**src/rtl/mbt_pkg.sv**
```systemverilog
// Shared types and constants for the model bounds transform unit.
// Used by every module of the block; depends on nothing else.
package mbt_pkg;

	// Default datapath parameters
	localparam int COORD_BITS_DEF = 32;
	localparam int FRAC_BITS_DEF  = 16;
	localparam int EW_CAP         = 46;

	// Fixed field widths
	localparam int IO_W      = 32;
	localparam int TRIG_W    = 18;
	localparam int CFG_IDX_W = 3;

	// Command queue between front and back
	localparam int QDEPTH = 4;
	localparam int QPTR_W = $clog2(QDEPTH);
	localparam int QCNT_W = $clog2(QDEPTH + 1);

	// Register map
	typedef enum logic [CFG_IDX_W-1:0] {
		REG_SCALE = 3'd0,
		REG_OFF_X = 3'd1,
		REG_OFF_Y = 3'd2,
		REG_OFF_Z = 3'd3,
		REG_COS   = 3'd4,
		REG_SIN   = 3'd5
	} reg_idx_t;

	// Register reset values
	localparam logic signed [IO_W-1:0]   SCALE_RST = 32'sd3277;
	localparam logic signed [IO_W-1:0]   OFF_X_RST = 32'sd0;
	localparam logic signed [IO_W-1:0]   OFF_Y_RST = -32'sd13107;
	localparam logic signed [IO_W-1:0]   OFF_Z_RST = -32'sd58982;
	localparam logic signed [TRIG_W-1:0] COS_RST   = 18'sd0;
	localparam logic signed [TRIG_W-1:0] SIN_RST   = 18'sd65536;

	typedef struct packed {
		logic signed [IO_W-1:0]   scale;
		logic signed [IO_W-1:0]   off_x;
		logic signed [IO_W-1:0]   off_y;
		logic signed [IO_W-1:0]   off_z;
		logic signed [TRIG_W-1:0] rot_cos;
		logic signed [TRIG_W-1:0] rot_sin;
	} cfg_t;

	// One queued command: a vertex, a close, or both
	typedef struct packed {
		logic signed [IO_W-1:0] vx;
		logic signed [IO_W-1:0] vy;
		logic signed [IO_W-1:0] vz;
		logic                   vert;
		logic                   last;
	} item_t;

	typedef struct packed {
		logic full;
		logic empty;
	} q_stat_t;

	typedef struct packed {
		logic signed [IO_W-1:0] min_x;
		logic signed [IO_W-1:0] min_y;
		logic signed [IO_W-1:0] min_z;
		logic signed [IO_W-1:0] max_x;
		logic signed [IO_W-1:0] max_y;
		logic signed [IO_W-1:0] max_z;
		logic signed [IO_W-1:0] ctr_x;
		logic signed [IO_W-1:0] ctr_y;
		logic signed [IO_W-1:0] ctr_z;
		logic                   used_default;
	} res_t;

endpackage

```
**src/rtl/mbt_front.sv**
```systemverilog
// Input front end: accepts transactions, drops items that neither carry
// a vertex nor close a model, and pushes the rest into the command queue.
// Depends on mbt_pkg.
module mbt_front import mbt_pkg::*; (
	input  logic    clk,
	input  logic    arst_n,
	input  logic    in_valid,
	output logic    in_stall,
	input  item_t   item_in,
	input  q_stat_t q_stat,
	output logic    push,
	output item_t   item_out
);

	logic  hold_valid_q;
	item_t hold_q;

	// Hold while the queue is full
	assign in_stall = hold_valid_q && q_stat.full;
	assign push     = hold_valid_q && !q_stat.full;
	assign item_out = hold_q;

	// Classify: keep only items with an effect
	always_ff @(posedge clk or negedge arst_n) begin
		if (!arst_n) begin
			hold_valid_q <= 1'b0;
		end else if (!in_stall) begin
			hold_valid_q <= in_valid && (item_in.vert || item_in.last);
		end
	end

	always_ff @(posedge clk) begin
		if (!in_stall && in_valid) begin
			hold_q <= item_in;
		end
	end

endmodule

```
**config.mk**
```make
export PLATFORM = sky130hd
export DESIGN_NAME = mbt_front
export DESIGN_NICKNAME = d
export VERILOG_FILES = /design/src/rtl/mbt_pkg.sv /design/src/rtl/mbt_front.sv
export SDC_FILE = /design/constraint.sdc
export NUM_CORES = 1
export LEC_CHECK = 0
export BUFFER_PORTS_ARGS = -buffer_cell sky130_fd_sc_hd__buf_2
export CORE_ASPECT_RATIO = 1.25
export CORE_MARGIN = 5
export CORE_UTILIZATION = 38
export CTS_BUF_LIST = sky130_fd_sc_hd__clkbuf_8
export DETAILED_ROUTE_END_ITERATION = 6
export HOLD_SLACK_MARGIN = 0.1
export PLACE_DENSITY = 0.77
export SYNTH_ARGS = -nofsm -noshare
export SYNTH_HDL_FRONTEND = slang
export SYNTH_SLANG_ARGS = --single-unit
```
**constraint.sdc**
```tcl
create_clock -name clk -period 3 [get_ports clk]
set_input_delay 0.9 -clock clk [delete_from_list [all_inputs] [get_ports clk]]
set_output_delay 0.9 -clock clk [all_outputs]
set_load 0.05 [all_outputs]
```
==> qor.txt, run 1 <==
Gpl congestion: 0.7255
Via density: 4.457
Mapped Cells: 105
Status: completed
Critical path class: primary input to output port
Post-DP Area: 0.004167 sq mm
LEAKAGE: 1.878 nW
Core Util, Final: 0.5620
Worst hold slack: 305.9 ps
Synth area leader: edfxtp_1
Synthesized cell area: 0.002999 sq mm
Tightest Hold Check Type: primary input to async pin
RSZ-0062 raised after global routing: false
Fillers: 640
R2R cell count: 3
Top-count cell post-synth: edfxtp_1
Global-route wire length before repair: 9894 um
# Max-Cap Violations: 0
Yosys warnings: 0
Clock skew: 5.748 ps
Clock transition at path regs: 80 ps
Max-slew violations: 0
FP Rows: 36
Number of H-tree levels: 3
Drt initial violations: 103
WP data arrival: 1460 ps
WL per Instance: 16.73 um
CTS tree: yes
Skew-Pair Late Insertion Delay: 350 ps
Final setup violation count: 0
Initial antenna violation count: 0
NetSw: 812.9 uW
Design Power: 2.920 mW
Reg-to-reg startpoint: hold_valid_q
Critical Path Source: q_stat[1]
Final setup margin: 644.3 ps
Largest net degree at the start of global routing: 49
Final hold vios: 0
Synth area leaders: edfxtp_1, dfrtp_1, and2b_2, nand2_1, and2_1
Ys async rst share: 0.01010
Tcrit/Tclk final: 0.7852
Measured slew at the worst slew-check pin: 294.0 ps
Core area: 0.007747 sq mm
Largest fanout on the critical path: 2
Area delta synth->final: 45.18%
FF+latch area: 0.002968 sq mm
Worst R2R End: item_out[86]
Worst slack, placed: 639.8 ps
GRT Util Overall: 0.1435
Fin nets: 422
CTS max path bufs: 2
Startpoint type of the worst setup path: primary input
TritonCTS buffer count: 9
DR WL met3: 1030 um
Setup TNS: 0 ps
Cells after DPL: 403
Height of the die: 109.3 um
Post-route cell area: 0.004354 sq mm
Clock sinks: 99
Vias in the first global route: 1,968
Die ar.: 0.009780 sq mm
Slew HR: 0.8053
I/O Pins: 203
Postcts setup bufs: 0
Post_cts resized: 0
Die X: 89.46 um
Top cell type's share of synthesized area: 0.9812
Synth Register Bits: 99
Nature of the critical path endpoint: output port
Clock power frac: 0.278
Max frequency: 0.4245 GHz
Layout cells sized above 1: 0.6780
Drt first pass iters: 4
Area occupied by multi-input gates: 30.03 sq um
Post-Syn Nets: 208
P_int: 2.107 mW
Tmin final: 2356 ps
Post-synth top flop: edfxtp_1
Wire length on met2: 3423 um
Hold-fix buffers at CTS: 0
Number of flops mapped to enable cells by yosys: 98
VDD IR max: 0.4044 mV
Library cells used by synthesis: 7
DRT met1 WL: 2356 um
Synth cell count leaders: edfxtp_1, nand2_1
Combinational cell fraction of total power: 0.162
DRT antenna net count: 0
Pwr dens: 670.6 mW/mm^2
Worst path required time: 2100 ps
Flop pwr share: 0.560
Antenna cell count: 0
Port Buf Inserts: 201
R2r setup slk: 1590 ps
Sw Ratio: 0.2784
Total grt overflow: 0
Critical Path Sink: push
CTS root buf: clkbuf_8
# DRC: 0
Max Used Layer: met4
Vias post-DR: 1,863
Drt total wl: 6995 um
Initial Util: 0.3871
Syn_area_per_cell: 28.56 sq um
Final std cells w/o fill: 418
Detailed placement HPWL: 5485 um
Seq/Total Area, Yosys: 0.9896
-- worst min path at each step --
stage | cells past startpoint | end
after floorplan | 2 | hold_valid_q
after global placement | 2 | hold_valid_q
after detailed placement | 2 | hold_valid_q
after CTS | 1 | hold_valid_q
after global routing | 1 | hold_valid_q
final | 1 | hold_valid_q
-- critical path, stage by stage --
cell and delay, ps:
buf_2 100, and2b_2 200, buf_2 250
-- state kept, by name, summed over array words and instances, names as in the netlist --
| signal | flops |
|---|---|
| hold_valid_q | 1 |
| item_out | 98 |
-- power by group through the flow --
stage | Clock (mW) | Sequential [mW] | Combinational (mW)
final | 0.812 | 1.64 | 0.473
after global routing | 0.910 | 1.64 | 0.494
after CTS | 0.847 | 1.64 | 0.477
after detailed placement | 0 | 1.67 | 0.477
after global placement | 0 | 1.67 | 0.470
after floorplan | 0 | 1.95 | 0.0371
-- layout by cell type, fill, tap and decap left out --
cell,instances
and2_4,1
and2b_2,1
buf_12,2
buf_2,201
bufinv_16,1
clkbuf_8,9
clkinv_1,1
clkinv_2,1
clkinvlp_4,1
dfrtp_1,1
edfxtp_1,98
inv_1,1
inv_6,2
nand2_1,2
o21ai_0,1
-- metal layers --
| layer | up-vias | track usage |
|---|---|---|
| li1 | 847 | - |
| met1 | 870 | 0.1542 |
| met2 | 129 | 0.2271 |
| met3 | 17 | 0.07346 |
| met4 | 0 | 0.07872 |
| met5 | - | 0 |
-- area by class of cell --
| class | instances | area share |
|---|---|---|
| Multi-Input combinational cell | 5 | 0.006897 |
| Clock buffer | 9 | 0.02845 |
| Tap cell | 95 | 0.02730 |
| Clock inverter | 6 | 0.01466 |
| Timing Repair Buffer | 203 | 0.2402 |
| Sequential cell | 99 | 0.6816 |
| Inverter | 1 | 0.0008621 |
-- cell families after synthesis --
kind of cell / count (synthesis) / share of synthesized area
flip-flops: 99 / 0.9896
AND/OR/NAND/NOR: 4 / 0.007512
AO/OA/AOI/OAI: 1 / 0.001667
buffers and inverters: 1 / 0.001250
(Power assumes the default switching activity.)
==> run 2: changes to the inputs <==
- CORE_UTILIZATION: 38 -> 42
- PLACE_DENSITY: 0.77 -> 0.81
- clock period: 3 -> 2.3 ns (I/O delays scaled with it)
==> run 2 against run 1 <==
  * Hold slack gained 200 ps
  * Clock power is 39% higher
  * Wire length down 4.2%
  * Register-to-register slack worse by 570 ps
  * Critical path depth is the same
  * Clock-buffer cell count unchanged
  * Sequential share of layout area down 0.41 points
  * Power rose by 33%
  * Die area is 8.6% lower
  * Largest cell class unchanged
  * Largest power group unchanged
==> qor.txt, run 2 (synthesized netlist as in run 1, its figures left out) <==
FP Rows: 34
Initial Util: 0.4299
R2R cell count: 3
WP data arrival: 1250 ps
Measured slew at the worst slew-check pin: 261.6 ps
Height of the die: 104.5 um
Status: completed
Largest fanout on the critical path: 2
Gpl congestion: 0.7183
Largest register FFs: 98
Area occupied by multi-input gates: 30.03 sq um
Worst hold slack: 506.6 ps
CTS max path bufs: 2
Slew HR: 0.8256
Initial antenna violation count: 0
GRT Util Overall: 0.1492
LEAKAGE: 1.892 nW
Worst path required time: 1610 ps
Pwr dens: 884.2 mW/mm^2
Core area: 0.006977 sq mm
Clock sinks: 99
Area delta synth->final: 46.06%
Total grt overflow: 0
Port Buf Inserts: 201
Most common cell after layout, fill and taps aside: buf_2
Critical path class: primary input to output port
Tcrit/Tclk final: 0.8439
Antenna cell count: 0
VDD IR max: 0.5852 mV
Drt initial violations: 91
Clock skew: 11.14 ps
Via density: 4.340
Tightest Hold Check Type: primary input to flop
Die ar.: 0.008941 sq mm
TritonCTS buffer count: 9
CTS root buf: clkbuf_8
CTS tree: yes
Vias post-DR: 1,801
RSZ-0062 raised after global routing: false
Layout cells sized above 1: 0.6800
Fin nets: 423
Min-Delay Path Depth: 1
Global-route wire length before repair: 9825 um
Drt first pass iters: 4
# Max-Cap Violations: 0
DRT antenna net count: 0
Max-slew violations: 0
Number of H-tree levels: 3
Setup TNS: 0 ps
Fillers: 534
I/O Pins: 203
Startpoint type of the worst setup path: primary input
Clock transition at path regs: 100 ps
Skew-Pair Late Insertion Delay: 350 ps
Final setup violation count: 0
WL per Instance: 16.15 um
Most frequent cells in the layout: buf_2, edfxtp_1, clkbuf_8
Largest net degree at the start of global routing: 51
FF+latch area: 0.002968 sq mm
Drt total wl: 6704 um
Tmin final: 1941 ps
Final hold vios: 0
Die X: 85.58 um
Max frequency: 0.5152 GHz
# DRC: 0
Nature of the critical path endpoint: output port
Vias in the first global route: 1,933
run 2: power by group:
| group | switching, mW | total (mW) | internal [mW] |
|---|---|---|---|
| registers | 0.0217 | 2.13 | 2.11 |
| logic | 0.474 | 0.614 | 0.140 |
| clock network | 0.604 | 1.13 | 0.524 |
| total | 1.10 | 3.87 | 2.77 |
run 2: area by class of cell:
cell class	count	area share
timing repair buffer	204	0.2411
inverter	1	0.0008569
clock buffer	9	0.02828
sequential	99	0.6775
clock inverter	7	0.01971
tap	90	0.02571
multi-input combinational	5	0.006855
run 2: metrics by stage:
step | instances | utilization | setup slack [ps] | total power, mW | cell area (sq um)
2_1_floorplan | 105 | - | 364.8 | 2.592 | 3002
3_3_place_gp | 398 | 0.5963 | 379.1 | 2.780 | 4160
3_5_place_dp | 398 | 0.5963 | 363.6 | 2.795 | 4160
4_1_cts | 415 | 0.6279 | 362.0 | 3.919 | 4380
5_1_grt | 415 | 0.6279 | 348.3 | 4.036 | 4380
6_report | 415 | 0.6279 | 359.1 | 3.873 | 4380
run 2: path summary, 6_finish.rpt:
kind	slack, ps	endpoint	start
max	360	push	q_stat[1]
min	510	item_out[35]	item_in[35]
max reg2reg	1020	item_out[64]	hold_valid_q
min reg2reg	540	hold_valid_q	hold_valid_q
max in group asynchronous	1580	hold_valid_q	arst_n
min in group asynchronous	630	hold_valid_q	arst_n
run 2: repair_timing:
action                                 4_1_cts  5_1_grt
setup buffers                                0        0
hold buffers                                 1        0
resized for setup                            0        0
endpoints found under the hold margin        1        0
run 2: per-layer routing:
metal  global-route usage  part of all wire  wire length (um)
met4              0.06448             0.024               163
met3              0.06973              0.12               808
met2               0.2733              0.56              3778
met5                    0                 0                 0
met1               0.1363              0.29              1954
run 2: worst max-delay path, stage by stage:
cell     delay, ps
buf_2          100
and2b_2        200
buf_2          250
==> run 3: changes to the inputs <==
- clock period: 2.3 -> 1.9 ns (I/O delays scaled with it)
==> run 3 against run 2 <==
  * Design area down 0.40%
  * First-iteration DRC count down 34%
  * Flip-flop and latch count unchanged
  * Hold slack worse by 120 ps
  * Non-clock buffer count unchanged
  * Die area unchanged
  * Clock-buffer cell count unchanged
  * Via count up 1.4%
  * Clock power up 13%
  * Largest power group unchanged
  * Power up 19%
  * Clock skew up 4.5 ps
  * Global-route usage up 0.71 points
==> qor.txt, run 3 (synthesized netlist as in run 1, its figures left out) <==
Status: completed
Critical path class: flop to output port
Most common cell after layout, fill and taps aside: buf_2
Via density: 4.402
Post-route cell area: 0.004363 sq mm
Most frequent cells in the layout: buf_2, edfxtp_1, clkbuf_8
Slowest stage cell, crit path: dfrtp_1
WL per Instance: 16.40 um
FF+latch area: 0.002968 sq mm
Clock sinks: 99
Slew HR: 0.8182
Max frequency: 0.5799 GHz
RSZ-0062 raised after global routing: false
Clock skew: 15.61 ps
Pwr dens: 1056 mW/mm^2
Initial antenna violation count: 0
VDD IR max: 0.6950 mV
Largest register FFs: 98
Crit-path cells: and2b_2 > buf_2
Area delta synth->final: 45.47%
Buf+Inv Stages, Crit Path: 1
CTS tree: yes
Final hold vios: 0
Critical Path Source: hold_valid_q
Tightest Hold Check Type: primary input to flop
Total grt overflow: 0
Die X: 85.58 um
Post_cts resized: 0
Global-route wire length before repair: 10,290 um
Setup TNS: 0 ps
Tcrit/Tclk final: 0.9077
Fin nets: 423
Reg-to-reg startpoint: hold_valid_q
TritonCTS buffer count: 9
WP data arrival: 1150 ps
Detailed placement HPWL: 5371 um
Area occupied by multi-input gates: 30.03 sq um
Core area: 0.006977 sq mm
Final setup violation count: 0
Nature of the critical path endpoint: output port
Vias in the first global route: 2,071
Max-slew violations: 0
Vias post-DR: 1,827
CTS root buf: clkbuf_8
Delay-heaviest family, CP: flip-flops
Largest fanout on the critical path: 2
Clock transition at path regs: 90 ps
Number of H-tree levels: 3
Fillers: 567
Largest net degree at the start of global routing: 53
Min-delay src: item_in[38]
Port Buf Inserts: 201
Post-DP Area: 0.004160 sq mm
LEAKAGE: 1.889 nW
FP Rows: 34
CTS max path bufs: 2
Skew-Pair Late Insertion Delay: 350 ps
Drt total wl: 6804 um
Design Power: 4.606 mW
I/O Pins: 203
Gpl congestion: 0.7104
GRT Util Overall: 0.1563
Initial Util: 0.4299
Drt first pass iters: 4
Final std cells w/o fill: 415
Drt initial violations: 60
# DRC: 0
Measured slew at the worst slew-check pin: 272.7 ps
Antenna cell count: 0
Height of the die: 104.5 um
Startpoint type of the worst setup path: flop
Tmin final: 1725 ps
DRT antenna net count: 0
CP peak stage delay: 390 ps
# Max-Cap Violations: 0
Die ar.: 0.008941 sq mm
Worst path required time: 1330 ps
Layout cells sized above 1: 0.6769
Cells after DPL: 398
[run 3: cell counts in the layout (fill, tap and decap cells not counted)]
No cell type changed its count.
[run 3: final timing paths]
| check | endpoint | slack [ps] | depth (start not counted) |
|---|---|---|---|
| worst max-delay path | push | 180 | 2 |
| worst min-delay path | item_out[38] | 380 | 1 |
| worst max register to register | item_out[96] | 600 | 3 |
| worst min register to register | hold_valid_q | 550 | 2 |
| max in group asynchronous | hold_valid_q | 1310 | 2 |
| min in group asynchronous | hold_valid_q | 510 | 2 |
[run 3: area by class of cell]
class	count	area share
flip-flops and latches	99	0.6802
repair buffers	204	0.2420
clock buffers	9	0.02839
well taps	90	0.02581
clock inverters	7	0.01577
multi-input cells	5	0.006883
inverters	1	0.0008603
[run 3: report_power, final]
group | internal (mW) | switching (mW)
Clock | 0.606 | 0.673
Sequential | 2.56 | 0.0273
Combinational | 0.170 | 0.575
[run 3: per-stage QoR]
| step | worst slack (ps) | utilization | hold slack (ps) |
|---|---|---|---|
| after global routing | 119.5 | 0.6254 | 345.5 |
| after global placement | 214.7 | 0.5963 | 349.0 |
| after detailed placement | 189.4 | 0.5963 | 347.7 |
| after floorplan | 84.82 | - | 274.4 |
| final | 175.5 | 0.6254 | 384.7 |
| after CTS | 142.8 | 0.6254 | 360.8 |
[run 3: what timing repair did]
| action | in CTS | in global routing |
|---|---|---|
| setup endpoints to repair | 0 | 0 |
| buffers inserted | 0 | 0 |
| hold buffers | 1 | 0 |
| hold endpoints to repair | 1 | 0 |
[run 3: routing by layer]
layer  GRT usage  share of wire  up-vias
li1            -              -      852
met1      0.1393           0.29      863
met2      0.2922           0.57       98
met3     0.06181           0.11       14
met4     0.07919          0.027        0
met5           0              0        -
