<file path="config.mk">
export PLATFORM = sky130hd
export DESIGN_NAME = mbt_fifo
export DESIGN_NICKNAME = d
export VERILOG_FILES = /design/src/rtl/mbt_pkg.sv /design/src/rtl/mbt_fifo.sv
export SDC_FILE = /design/constraint.sdc
export NUM_CORES = 1
export LEC_CHECK = 0
export BUFFER_PORTS_ARGS = -buffer_cell sky130_fd_sc_hd__buf_2
export CAP_MARGIN = 20
export CORE_UTILIZATION = 56
export CTS_CLUSTER_SIZE = 16
export DETAILED_ROUTE_END_ITERATION = 8
export PLACE_DENSITY = 0.76
export SYNTH_ARGS = -nofsm -noshare
export SYNTH_HDL_FRONTEND = slang
export SYNTH_SLANG_ARGS = --single-unit
</file>
<file path="constraint.sdc">
create_clock -name clk -period 8.05 [get_ports clk]
set_input_delay 2.415 -clock clk [delete_from_list [all_inputs] [get_ports clk]]
set_output_delay 2.415 -clock clk [all_outputs]
set_load 0.01 [all_outputs]
</file>
<file path="src/rtl/mbt_pkg.sv">
// Shared types and constants for the model bounds transform unit.
// Used by every module of the block; depends on nothing else.
package mbt_pkg;

	// Default datapath parameters
	localparam int COORD_BITS_DEF = 32;
	localparam int FRAC_BITS_DEF  = 16;
	localparam int EW_CAP         = 46;

	// Fixed field widths
	localparam int IO_W      = 32;
	localparam int TRIG_W    = 18;
	localparam int CFG_IDX_W = 3;

	// Command queue between front and back
	localparam int QDEPTH = 4;
	localparam int QPTR_W = $clog2(QDEPTH);
	localparam int QCNT_W = $clog2(QDEPTH + 1);

	// Register map
	typedef enum logic [CFG_IDX_W-1:0] {
		REG_SCALE = 3'd0,
		REG_OFF_X = 3'd1,
		REG_OFF_Y = 3'd2,
		REG_OFF_Z = 3'd3,
		REG_COS   = 3'd4,
		REG_SIN   = 3'd5
	} reg_idx_t;

	// Register reset values
	localparam logic signed [IO_W-1:0]   SCALE_RST = 32'sd3277;
	localparam logic signed [IO_W-1:0]   OFF_X_RST = 32'sd0;
	localparam logic signed [IO_W-1:0]   OFF_Y_RST = -32'sd13107;
	localparam logic signed [IO_W-1:0]   OFF_Z_RST = -32'sd58982;
	localparam logic signed [TRIG_W-1:0] COS_RST   = 18'sd0;
	localparam logic signed [TRIG_W-1:0] SIN_RST   = 18'sd65536;

	typedef struct packed {
		logic signed [IO_W-1:0]   scale;
		logic signed [IO_W-1:0]   off_x;
		logic signed [IO_W-1:0]   off_y;
		logic signed [IO_W-1:0]   off_z;
		logic signed [TRIG_W-1:0] rot_cos;
		logic signed [TRIG_W-1:0] rot_sin;
	} cfg_t;

	// One queued command: a vertex, a close, or both
	typedef struct packed {
		logic signed [IO_W-1:0] vx;
		logic signed [IO_W-1:0] vy;
		logic signed [IO_W-1:0] vz;
		logic                   vert;
		logic                   last;
	} item_t;

	typedef struct packed {
		logic full;
		logic empty;
	} q_stat_t;

	typedef struct packed {
		logic signed [IO_W-1:0] min_x;
		logic signed [IO_W-1:0] min_y;
		logic signed [IO_W-1:0] min_z;
		logic signed [IO_W-1:0] max_x;
		logic signed [IO_W-1:0] max_y;
		logic signed [IO_W-1:0] max_z;
		logic signed [IO_W-1:0] ctr_x;
		logic signed [IO_W-1:0] ctr_y;
		logic signed [IO_W-1:0] ctr_z;
		logic                   used_default;
	} res_t;

endpackage

</file>
<file path="src/rtl/mbt_fifo.sv">
// Short command queue decoupling the front end from the transform back end.
// Depends on mbt_pkg.
module mbt_fifo import mbt_pkg::*; (
	input  logic    clk,
	input  logic    arst_n,
	input  logic    push,
	input  item_t   wr_item,
	input  logic    pop,
	output item_t   head,
	output q_stat_t q_stat
);

	item_t             mem_q [QDEPTH];
	logic [QPTR_W-1:0] wr_ptr_q;
	logic [QPTR_W-1:0] rd_ptr_q;
	logic [QCNT_W-1:0] count_q;

	assign head         = mem_q[rd_ptr_q];
	assign q_stat.full  = (count_q == QCNT_W'(QDEPTH));
	assign q_stat.empty = (count_q == '0);

	// Advance pointers and occupancy
	always_ff @(posedge clk or negedge arst_n) begin
		if (!arst_n) begin
			wr_ptr_q <= '0;
			rd_ptr_q <= '0;
			count_q  <= '0;
		end else begin
			if (push) begin
				wr_ptr_q <= wr_ptr_q + 1'b1;
			end
			if (pop) begin
				rd_ptr_q <= rd_ptr_q + 1'b1;
			end
			case ({push, pop})
				2'b10:   count_q <= count_q + 1'b1;
				2'b01:   count_q <= count_q - 1'b1;
				default: count_q <= count_q;
			endcase
		end
	end

	// Store entries
	always_ff @(posedge clk) begin
		if (push) begin
			mem_q[wr_ptr_q] <= wr_item;
		end
	end

endmodule

</file>
==> summary.md, run 1 <==
| Metric | Value |
|---|---|
| Outcome | finished clean |
| # Max-Cap Violations | 0 |
| Die span in y | 163.7 µm |
| Sequential fraction of the synthesis area | 0.8159 |
| Clk pin slew, worst setup/hold paths | 0.06 ns |
| Post-synth ARST share | 0.01754 |
| Power Density | 373.2 nW/µm² |
| HP Class | reg -> reg |
| Hold WS | 0.4958 ns |
| Max Fclk | 0.1883 GHz |
| Total number of vias | 6468 |
| CTS root buf | clkbuf_16 |
| Kind of cell adding the most delay to the critical path | flip-flops |
| GRT Overall Usage | 0.2024 |
| Count leader, synth | edfxtp_1 |
| Row count | 58 |
| Setup CP Type | reg -> out |
| Worst-Margin Slew | 1.050 ns |
| Pins over their slew limit | 0 |
| Overall Power | 6.422 mW |
| Starting Density | 0.5765 |
| DP Wirelength | 15550 µm |
| Syn nets | 657 |
| Total negative setup slack | 0 ns |
| Cell area after synthesis | 14640 µm² |
| Worst-path cell chain | buf_4 -> mux4_2 -> buf_2 |
| Final number of setup-violating endpoints | 0 |
| TritonCTS Buffers | 40 |
| Critical path origin | rd_ptr_q[0] |
| 1st-pass router iterations | 5 |
| Largest area contributor in the netlist | edfxtp_1 |
| Largest net degree at the start of global routing | 71 |
| Initial antenna violation count | 5 |
| Flops & latches, synth | 399 |
| Hold Fails Final Rpt | 0 |
| Slew Limit Headroom | 0.2998 |
| Overflow after GRT | 0 |
| Routed wire length | 26040 µm |
| CTS tree | built |
| Synth area leaders | edfxtp_1 80%, mux4_2 15%, buf_12 1.4% |
| Main synth FF type | edfxtp_1 |
| Share of cells above drive strength 1 | 0.4566 |
| Die area | 26800 µm² |
| Max incr delay on CP | 0.92 ns |
| Share of the synthesized area in the top cell type | 0.8040 |
| Post-CTS Setup Bufs | 0 |
| Nets | 885 |
| Post-synth EDFFs | 392 |
| Wire per inst | 22.82 µm |
| Crit path buf inv count | 2 |
| # resized after CTS | 0 |
| Crit end category | output port |
| Pre-CTS WS | 3.174 ns |
| Die Wd | 163.7 µm |
| IO Count | 202 |
| DRT antenna net count | 0 |
| Skew final | 0.007100 ns |
| Final worst-path cycle share | 0.6596 |
| Yosys warning count | 0 |
| Stages on the worst setup path | 3 |
| CTS sink count | 399 |
| Vias in the first global route | 7203 |
| Worst skew pair latency | 0.51 ns |
| Max VDD drop | 0.0002534 V |
| RSZ-0062 raised after global routing | false |
| Crit Reg-Reg Startpoint | wr_ptr_q[0] |
| Post-route DRC | 0 |
| Arrival @ worst endpoint | 2.89 ns |
| Hold-fix buffers, CTS | 0 |
| CP Launch Type | flop |
| CP Max Fanout | 39 |
| Core box area | 25400 µm² |
| Via/cell ratio | 5.669 |
| Reg2Reg Depth | 4 |
| Worst Hold Depth | 1 |
| R2R setup slack | 5.57 ns |
| Worst path required time | 5.64 ns |
| Leakage power | 5.913 nW |
| Worst Setup EP | head[19] |
| Synth cell count leaders | 392 x edfxtp_1, 98 x mux4_2, 10 x buf_12, 10 x buf_2, 7 x dfrtp_1 |
| Slowest cell on crit path | dfrtp_4 |
| Starting DRC count in detailed routing | 585 |
| Gpl congestion | 0.7210 |
| Min Tclk post-route | 5.309 ns |
| Synth-to-Final Area Change | 17.54% |
| Reg2reg end | mem_q[2][26] |
| Syn Inst Count | 549 |
| First-pass GRT wire length | 39890 µm |
| Fillers | 1602 |
| Max Buffers Root-to-Sink | 3 |
| Mean post-synth cell area | 26.67 µm² |
| Library cells used by synthesis | 18 |
| Final WS setup | 2.741 ns |
| H-tree depth | 2 |
| Port bufs | 201 |
[report_power, final]
| part | switching (mW) | internal [mW] | leakage [nW] | total (mW) |
|---|---|---|---|---|
| Combinational | 0.873 | 0.781 | 1.58 | 1.65 |
| Sequential | 0.178 | 2.72 | 3.68 | 2.90 |
| Clock | 0.724 | 1.14 | 0.649 | 1.87 |
[cells by family (layout without fill, tap and decap cells)]
logic type | Yosys count | count (layout) | synth area share
mux | 98 | 98 | 0.1507
flops | 399 | 399 | 0.8159
buf+inv | 28 | 285 | 0.01991
xor+xnor | 6 | 6 | 0.003589
compound gates | 2 | 2 | 0.0006837
fa+ha+maj | 6 | 6 | 0.005640
other cells | 0 | 5 | 0
simple gates | 10 | 10 | 0.003503
[per-layer routing]
metal / vias to the layer above / GRT usage / wire [µm]
met1: 3359 / 0.2724 / 10570
met4: 2 / 0.05640 / 418
met3: 44 / 0.05404 / 2098
met5: - / 0 / 10
met2: 237 / 0.3303 / 12950
li1: 2826 / - / -
[worst reg2reg max path: stages (launching register included)]
cell     delay, ns
dfrtp_1       0.43
inv_1         0.11
ha_1          0.16
and2_4        0.59
buf_4         0.79
[per-stage QoR]
stage               instance area, µm²    util  cells
finish                           17210  0.6775   1141
global route                     17200  0.6772   1138
CTS                              17200  0.6770   1136
detailed placement               15860  0.6245   1065
global placement                 15860  0.6245   1065
floorplan                        14640       -    549
[how the worst min path moves through the flow]
stage / end / startpoint
floorplan: count_q[2] / count_q[2]
global placement: count_q[2] / count_q[2]
detailed placement: count_q[2] / count_q[2]
CTS: count_q[2] / count_q[2]
global route: count_q[2] / count_q[2]
finish: count_q[2] / count_q[2]
[final cells by class]
cell class	instances	area [µm²]	share of cell area
Inverter	6	22.52	0.001309
Sequential cell	399	11950	0.6946
Clock inverter	19	247.7	0.01440
Clock buffer	52	1087	0.06318
Antenna cell	5	12.51	0.0007271
Tap cell	330	412.9	0.02399
Multi-Input combinational cell	122	2414	0.1402
Timing Repair Buffer	208	1059	0.06151
[placed cells by master (no fill, tap or decap), drive strengths merged, types with 2 or more instances in the layout]
master and instances:
edfxtp 392, buf 208, mux4 98, clkbuf 52, clkinv 10, inv 8
dfrtp 7, bufinv 6, diode 5, ha 5, and2 4, xor2 4
nand2 3, o21ai 2, xnor2 2
[flip-flops by register name, indices dropped and copies added (netlist names)]
register  cells
mem_q       392
count_q       3
rd_ptr_q      2
wr_ptr_q      2
(Power assumes the default switching activity.)
==> run 2: changes to the inputs <==
--- a/config.mk
+++ b/config.mk
@@ -7,10 +7,10 @@
 export LEC_CHECK = 0
 export BUFFER_PORTS_ARGS = -buffer_cell sky130_fd_sc_hd__buf_2
 export CAP_MARGIN = 20
-export CORE_UTILIZATION = 56
+export CORE_UTILIZATION = 51
 export CTS_CLUSTER_SIZE = 16
 export DETAILED_ROUTE_END_ITERATION = 8
-export PLACE_DENSITY = 0.76
+export PLACE_DENSITY = 0.73
 export SYNTH_ARGS = -nofsm -noshare
 export SYNTH_HDL_FRONTEND = slang
 export SYNTH_SLANG_ARGS = --single-unit
==> constraint.sdc (replaced) <==
create_clock -name clk -period 4.4 [get_ports clk]
set_input_delay 1.32 -clock clk [delete_from_list [all_inputs] [get_ports clk]]
set_output_delay 1.32 -clock clk [all_outputs]
set_load 0.01 [all_outputs]
==> run 2 against run 1 <==
Final cell count is 4.5% higher. Sequential cell count did not move. Worst hold slack better by 0.012 ns. Critical endpoint is now head[64]. Largest cell class unchanged. Largest power group unchanged.
==> summary.md, run 2 (synthesis gave the netlist of run 1 again) <==
| Metric | Value |
|---|---|
| TritonCTS Buffers | 40 (unchanged) |
| CTS tree | built (unchanged) |
| Worst skew pair latency | 0.53 ns (was 0.51 ns) |
| Crit end category | output port (unchanged) |
| Die area | 29390 µm² (was 26800 µm²) |
| HP Class | reg -> reg (unchanged) |
| Hold-fix buffers, CTS | 0 (unchanged) |
| Post-route DRC | 0 (unchanged) |
| Via/cell ratio | 5.404 (was 5.669) |
| Skew final | 0.01512 ns (was 0.007100 ns) |
| Die span in y | 171.4 µm (was 163.7 µm) |
| Top Registers | mem_q x392, count_q x3 (unchanged) |
| H-tree depth | 2 (unchanged) |
| Core box area | 28010 µm² (was 25400 µm²) |
| Leading cell type in the layout, fill and taps excluded | edfxtp_1 (unchanged) |
| Initial antenna violation count | 5 (unchanged) |
| Total number of vias | 6441 (was 6468) |
| Overflow after GRT | 0 (unchanged) |
| Largest net degree at the start of global routing | 68 (was 71) |
| Port bufs | 201 (unchanged) |
| # Max-Cap Violations | 0 (unchanged) |
| Hold WS | 0.5077 ns (was 0.4958 ns) |
| Nets | 887 (was 885) |
| First-pass GRT wire length | 38920 µm (was 39890 µm) |
| Fillers | 1956 (was 1602) |
| Row count | 61 (was 58) |
| Final worst-path cycle share | 0.8769 |
| Max Fclk | 0.2592 GHz |
| DRT antenna net count | 0 (unchanged) |
| Arrival @ worst endpoint | 2.54 ns (was 2.89 ns) |
| Hold Fails Final Rpt | 0 (unchanged) |
| Most frequent cells in the layout | 392 x edfxtp_1, 201 x buf_2, 98 x mux4_2 (unchanged) |
| 1st-pass router iterations | 4 (was 5) |
| Vias in the first global route | 6942 (was 7203) |
| GRT Overall Usage | 0.1806 (was 0.2024) |
| Finished Core Util | 0.6161 (was 0.6775) |
| CTS sink count | 399 (unchanged) |
| Clk pin slew, worst setup/hold paths | 0.06 ns (about the same) |
| Min Tclk post-route | 3.859 ns |
| CP Launch Type | flop (unchanged) |
| Post-CTS Setup Bufs | 0 (unchanged) |
| Leakage power | 5.904 nW (was 5.913 nW) |
| CTS root buf | clkbuf_16 (unchanged) |
| Synth-to-Final Area Change | 17.86% (was 17.54%) |
| Slew Limit Headroom | 0.5142 (was 0.2998) |
| DP Wirelength | 15580 µm (was 15550 µm) |
| Starting DRC count in detailed routing | 418 (was 585) |
| RSZ-0062 raised after global routing | false (unchanged) |
| Starting Density | 0.5227 (was 0.5765) |
| Max Buffers Root-to-Sink | 3 (unchanged) |
| Setup CP Type | reg -> out (unchanged) |
| Final number of setup-violating endpoints | 0 (unchanged) |
| Reg with most FFs | mem_q (unchanged) |
| Wire per inst | 21.48 µm (was 22.82 µm) |
| Die Wd | 171.4 µm (was 163.7 µm) |
| Pins over their slew limit | 0 (unchanged) |
| Worst path required time | 3.08 ns (was 5.64 ns) |
| Max VDD drop | 0.0004211 V (was 0.0002534 V) |
| Total negative setup slack | 0 ns (unchanged) |
| # resized after CTS | 0 (unchanged) |
| Routed wire length | 25600 µm (was 26040 µm) |
| Share of cells above drive strength 1 | 0.4550 (was 0.4566) |
| Gpl congestion | 0.7080 (was 0.7210) |
| Flip-flop count of the largest register after layout | 392 (unchanged) |
| Worst-Margin Slew | 0.7286 ns (was 1.050 ns) |
| Power Density | 667.3 nW/µm² (was 373.2 nW/µm²) |
| Outcome | finished clean (unchanged) |
| CP Max Fanout | 35 (was 39) |
| IO Count | 202 (unchanged) |
run 2: routing by layer:
| layer | global-route usage | wire, µm | share of wire |
|---|---|---|---|
| met1 | 0.2290 | 10350 | 0.40 |
| met3 | 0.04096 | 1561 | 0.061 |
| met4 | 0.07143 | 626 | 0.024 |
| met2 | 0.3042 | 13040 | 0.51 |
| met5 | 0 | 26 | 0.0010 |
run 2: cell type report:
class	instances	area, µm²	area share
clock buffer	56	1102	0.06388
multi-input combinational	122	2414	0.1399
antenna	3	7.507	0.0004350
sequential	399	11950	0.6927
clock inverter	18	122.6	0.007106
inverter	6	22.52	0.001305
tap	378	473.0	0.02741
timing repair buffer	210	1161	0.06728
run 2: path summary, 6_finish.rpt:
check,startpoint,to,slack (ns),cells after the start
worst max-delay path,rd_ptr_q[0],head[64],0.54,3
worst min-delay path,count_q[0],count_q[0],0.51,1
worst max register to register,wr_ptr_q[0],mem_q[0][75],2.33,4
worst min register to register,count_q[0],count_q[0],0.51,1
max in group asynchronous,arst_n,rd_ptr_q[1],3.55,1
min in group asynchronous,arst_n,count_q[0],0.64,1
run 2: worst max-delay path, stage by stage, from the launching register on:
cell     delay [ns]
dfrtp_4        0.90
buf_12         0.35
mux4_2         0.57
buf_2          0.16
run 2: metrics by stage:
step	total power [mW]	setup slack [ns]	instance area, µm²	std cells
2_1_floorplan	7.532	0.3482	14640	549
3_3_place_gp	8.465	1.022	16020	1115
3_5_place_dp	8.557	1.009	16020	1115
4_1_cts	11.69	0.4270	17250	1189
5_1_grt	12.05	0.3296	17250	1191
6_report	11.52	0.5415	17260	1192
run 2: report_power, final:
group          internal, mW  switching (mW)  leakage [nW]
registers              4.97           0.326          3.68
logic                  1.50            1.60          1.62
clock network          1.82            1.30         0.604
total                  8.28            3.23          5.90
==> run 3: changes to the inputs <==
--- a/config.mk
+++ b/config.mk
@@ -7,10 +7,10 @@
 export LEC_CHECK = 0
 export BUFFER_PORTS_ARGS = -buffer_cell sky130_fd_sc_hd__buf_2
 export CAP_MARGIN = 20
-export CORE_UTILIZATION = 51
+export CORE_UTILIZATION = 50
 export CTS_CLUSTER_SIZE = 16
 export DETAILED_ROUTE_END_ITERATION = 8
-export PLACE_DENSITY = 0.73
+export PLACE_DENSITY = 0.72
 export SYNTH_ARGS = -nofsm -noshare
 export SYNTH_HDL_FRONTEND = slang
 export SYNTH_SLANG_ARGS = --single-unit
==> run 3 against run 2 <==
Core utilization down 1.5 points. Clock power grew 2%. Largest cell class unchanged. Final cell count increased by 0.76%. Sequential power hardly changed. First-iteration DRC count up 50%. Combinational power about the same. Clock skew is 0.0033 ns higher. Fmax up 2.5%. Sequential cell count did not move. Worst hold slack worse by 0.0051 ns.
==> summary.md, run 3 (synthesis gave the netlist of run 1 again) <==
| Metric | Value |
|---|---|
| Outcome | finished clean (unchanged) |
| Worst-path cell chain | buf_12 -> mux4_2 -> buf_2 (unchanged) |
| Starting Density | 0.5087 (was 0.5227) |
| Reg with most FFs | mem_q (unchanged) |
| RSZ-0062 raised after global routing | false (unchanged) |
| Clk pwr share | 0.275 (was 0.271) |
| First-pass GRT wire length | 40120 µm (was 38920 µm) |
| Hold-fix buffers, CTS | 0 (unchanged) |
| Most frequent cells in the layout | 392 x edfxtp_1, 201 x buf_2, 98 x mux4_2 (unchanged) |
| Worst-Margin Slew | 0.6660 ns (was 0.7286 ns) |
| Row count | 62 (was 61) |
| Max incr delay on CP | 0.75 ns (was 0.90 ns) |
| Wire per inst | 21.54 µm (was 21.48 µm) |
| Fillers | 2021 (was 1956) |
| Flop pwr share | 0.456 (was 0.460) |
| Slowest cell on crit path | dfrtp_4 (unchanged) |
| # resized after CTS | 0 (unchanged) |
| HP Class | reg -> reg (unchanged) |
| Core box area | 28780 µm² (was 28010 µm²) |
| Overall Power | 11.58 mW (was 11.52 mW) |
| P_int | 8.347 mW (was 8.284 mW) |
| Vias in the first global route | 7106 (was 6942) |
| Total negative setup slack | 0 ns (unchanged) |
| TritonCTS Buffers | 41 (was 40) |
| GRT met2 Usage | 0.2898 (was 0.3042) |
| Post-CTS Setup Bufs | 0 (unchanged) |
| Switching Fraction | 0.2794 (was 0.2806) |
| Crit path buf inv count | 2 (unchanged) |
| Hold Fails Final Rpt | 0 (unchanged) |
| CTS root buf | clkbuf_16 (unchanged) |
| GRT Overall Usage | 0.1772 (was 0.1806) |
| Top Registers | mem_q x392, count_q x3 (unchanged) |
| CTS sink count | 399 (unchanged) |
| Worst skew pair latency | 0.52 ns (was 0.53 ns) |
| Die Wd | 173.1 µm (was 171.4 µm) |
| Max Buffers Root-to-Sink | 3 (unchanged) |
| Met3 usage | 0.05277 (was 0.04096) |
| Power Density | 669.2 nW/µm² (was 667.3 nW/µm²) |
| Sw Pwr | 3.237 mW (was 3.232 mW) |
| IO Count | 202 (unchanged) |
| Worst Setup EP | head[27] (was head[64]) |
| Slew Limit Headroom | 0.5560 (was 0.5142) |
| Pins over their slew limit | 0 (unchanged) |
| Reg2Reg Depth | 3 (was 4) |
| Share of cells above drive strength 1 | 0.4552 (was 0.4550) |
| Gpl congestion | 0.7489 (was 0.7080) |
| Post-route DRC | 0 (unchanged) |
| Leakage power | 5.925 nW (was 5.904 nW) |
| Crit Reg-Reg Startpoint | wr_ptr_q[0] (unchanged) |
| Logic gate share of total power | 0.269 (about the same) |
| Nets | 890 (was 887) |
| Die area | 29970 µm² (was 29390 µm²) |
| Overflow after GRT | 0 (unchanged) |
| Min Tclk post-route | 3.764 ns (was 3.859 ns) |
| H-tree depth | 2 (unchanged) |
| Max Fclk | 0.2657 GHz (was 0.2592 GHz) |
| R2R setup slack | 2.49 ns (was 2.33 ns) |
| Die span in y | 173.1 µm (was 171.4 µm) |
| Met1 Usage GRT | 0.2346 (was 0.2290) |
| Via/cell ratio | 5.423 (was 5.404) |
| 1st-pass router iterations | 5 (was 4) |
| Setup CP Type | reg -> out (unchanged) |
| Leading cell type in the layout, fill and taps excluded | edfxtp_1 (unchanged) |
| DP Wirelength | 15580 µm (about the same) |
| Total number of vias | 6513 (was 6441) |
| Top Usage Layer GRT | met2 (unchanged) |
| Starting DRC count in detailed routing | 627 (was 418) |
| Flip-flop count of the largest register after layout | 392 (unchanged) |
| CP Max Fanout | 43 (was 35) |
| Crit end category | output port (unchanged) |
| Skew final | 0.01840 ns (was 0.01512 ns) |
| Synth-to-Final Area Change | 18.23% (was 17.86%) |
| Arrival @ worst endpoint | 2.44 ns (was 2.54 ns) |
| Critical path origin | rd_ptr_q[0] (unchanged) |
| Largest net degree at the start of global routing | 99 (was 68) |
| Port bufs | 201 (unchanged) |
| CTS tree | built (unchanged) |
| DRT antenna net count | 0 (unchanged) |
| # Max-Cap Violations | 0 (unchanged) |
| Clk pin slew, worst setup/hold paths | 0.06 ns (about the same) |
| Stages on the worst setup path | 3 (unchanged) |
| Max VDD drop | 0.0003996 V (was 0.0004211 V) |
| Initial antenna violation count | 7 (was 5) |
| Reg2reg end | mem_q[3][73] (was mem_q[0][75]) |
| Worst path required time | 3.08 ns (about the same) |
| Routed wire length | 25870 µm (was 25600 µm) |
| Final number of setup-violating endpoints | 0 (unchanged) |
| CP Launch Type | flop (unchanged) |
| Kind of cell adding the most delay to the critical path | flip-flops (unchanged) |
| Final worst-path cycle share | 0.8555 (was 0.8769) |
-- run 3: worst min-delay path by stage --
stage	to	cells after the start	slack (ns)	start
finish	count_q[2]	1	0.50	count_q[2]
global placement	count_q[2]	1	0.47	count_q[2]
detailed placement	count_q[2]	1	0.49	count_q[2]
global route	count_q[0]	1	0.54	count_q[0]
CTS	count_q[2]	1	0.51	count_q[2]
floorplan	count_q[2]	1	0.46	count_q[2]
-- run 3: routing by layer --
metal	routed length, µm	vias to the layer above	share of wire
li1	-	2839	-
met1	10560	3349	0.41
met2	12720	263	0.49
met3	2022	54	0.078
met4	518	8	0.020
met5	49	-	0.0019
-- run 3: metrics by stage --
stage	hold WS, ns	utilization	instances	cell area [µm²]	worst slack [ns]
after floorplan	0.4566	-	549	14640	0.3482
after global placement	0.4735	0.5576	1123	16050	1.143
after detailed placement	0.4940	0.5576	1123	16050	1.124
after CTS	0.5053	0.6013	1199	17310	0.5574
after global routing	0.5425	0.6013	1199	17310	0.4604
final	0.5026	0.6015	1201	17310	0.6360
-- run 3: cell type report --
class                   instances  area, µm²  area share
clock buffers                  59       1146     0.06621
repair buffers                212       1176     0.06794
flip-flops and latches        399      11950      0.6906
multi-input cells             122       2414      0.1394
well taps                     384      480.5     0.02776
diodes                          2      5.005   0.0002891
inverters                       6      22.52    0.001301
clock inverters                17      112.6    0.006505
-- run 3: power groups by stage --
| stage | clock network, mW | registers [mW] | logic [mW] |
|---|---|---|---|
| 6_report | 3.18 | 5.28 | 3.12 |
| 5_1_grt | 3.40 | 5.35 | 3.37 |
| 4_1_cts | 3.25 | 5.30 | 3.21 |
| 3_5_place_dp | 0 | 5.37 | 3.19 |
| 3_3_place_gp | 0 | 5.31 | 3.13 |
| 2_1_floorplan | 0 | 5.21 | 2.32 |
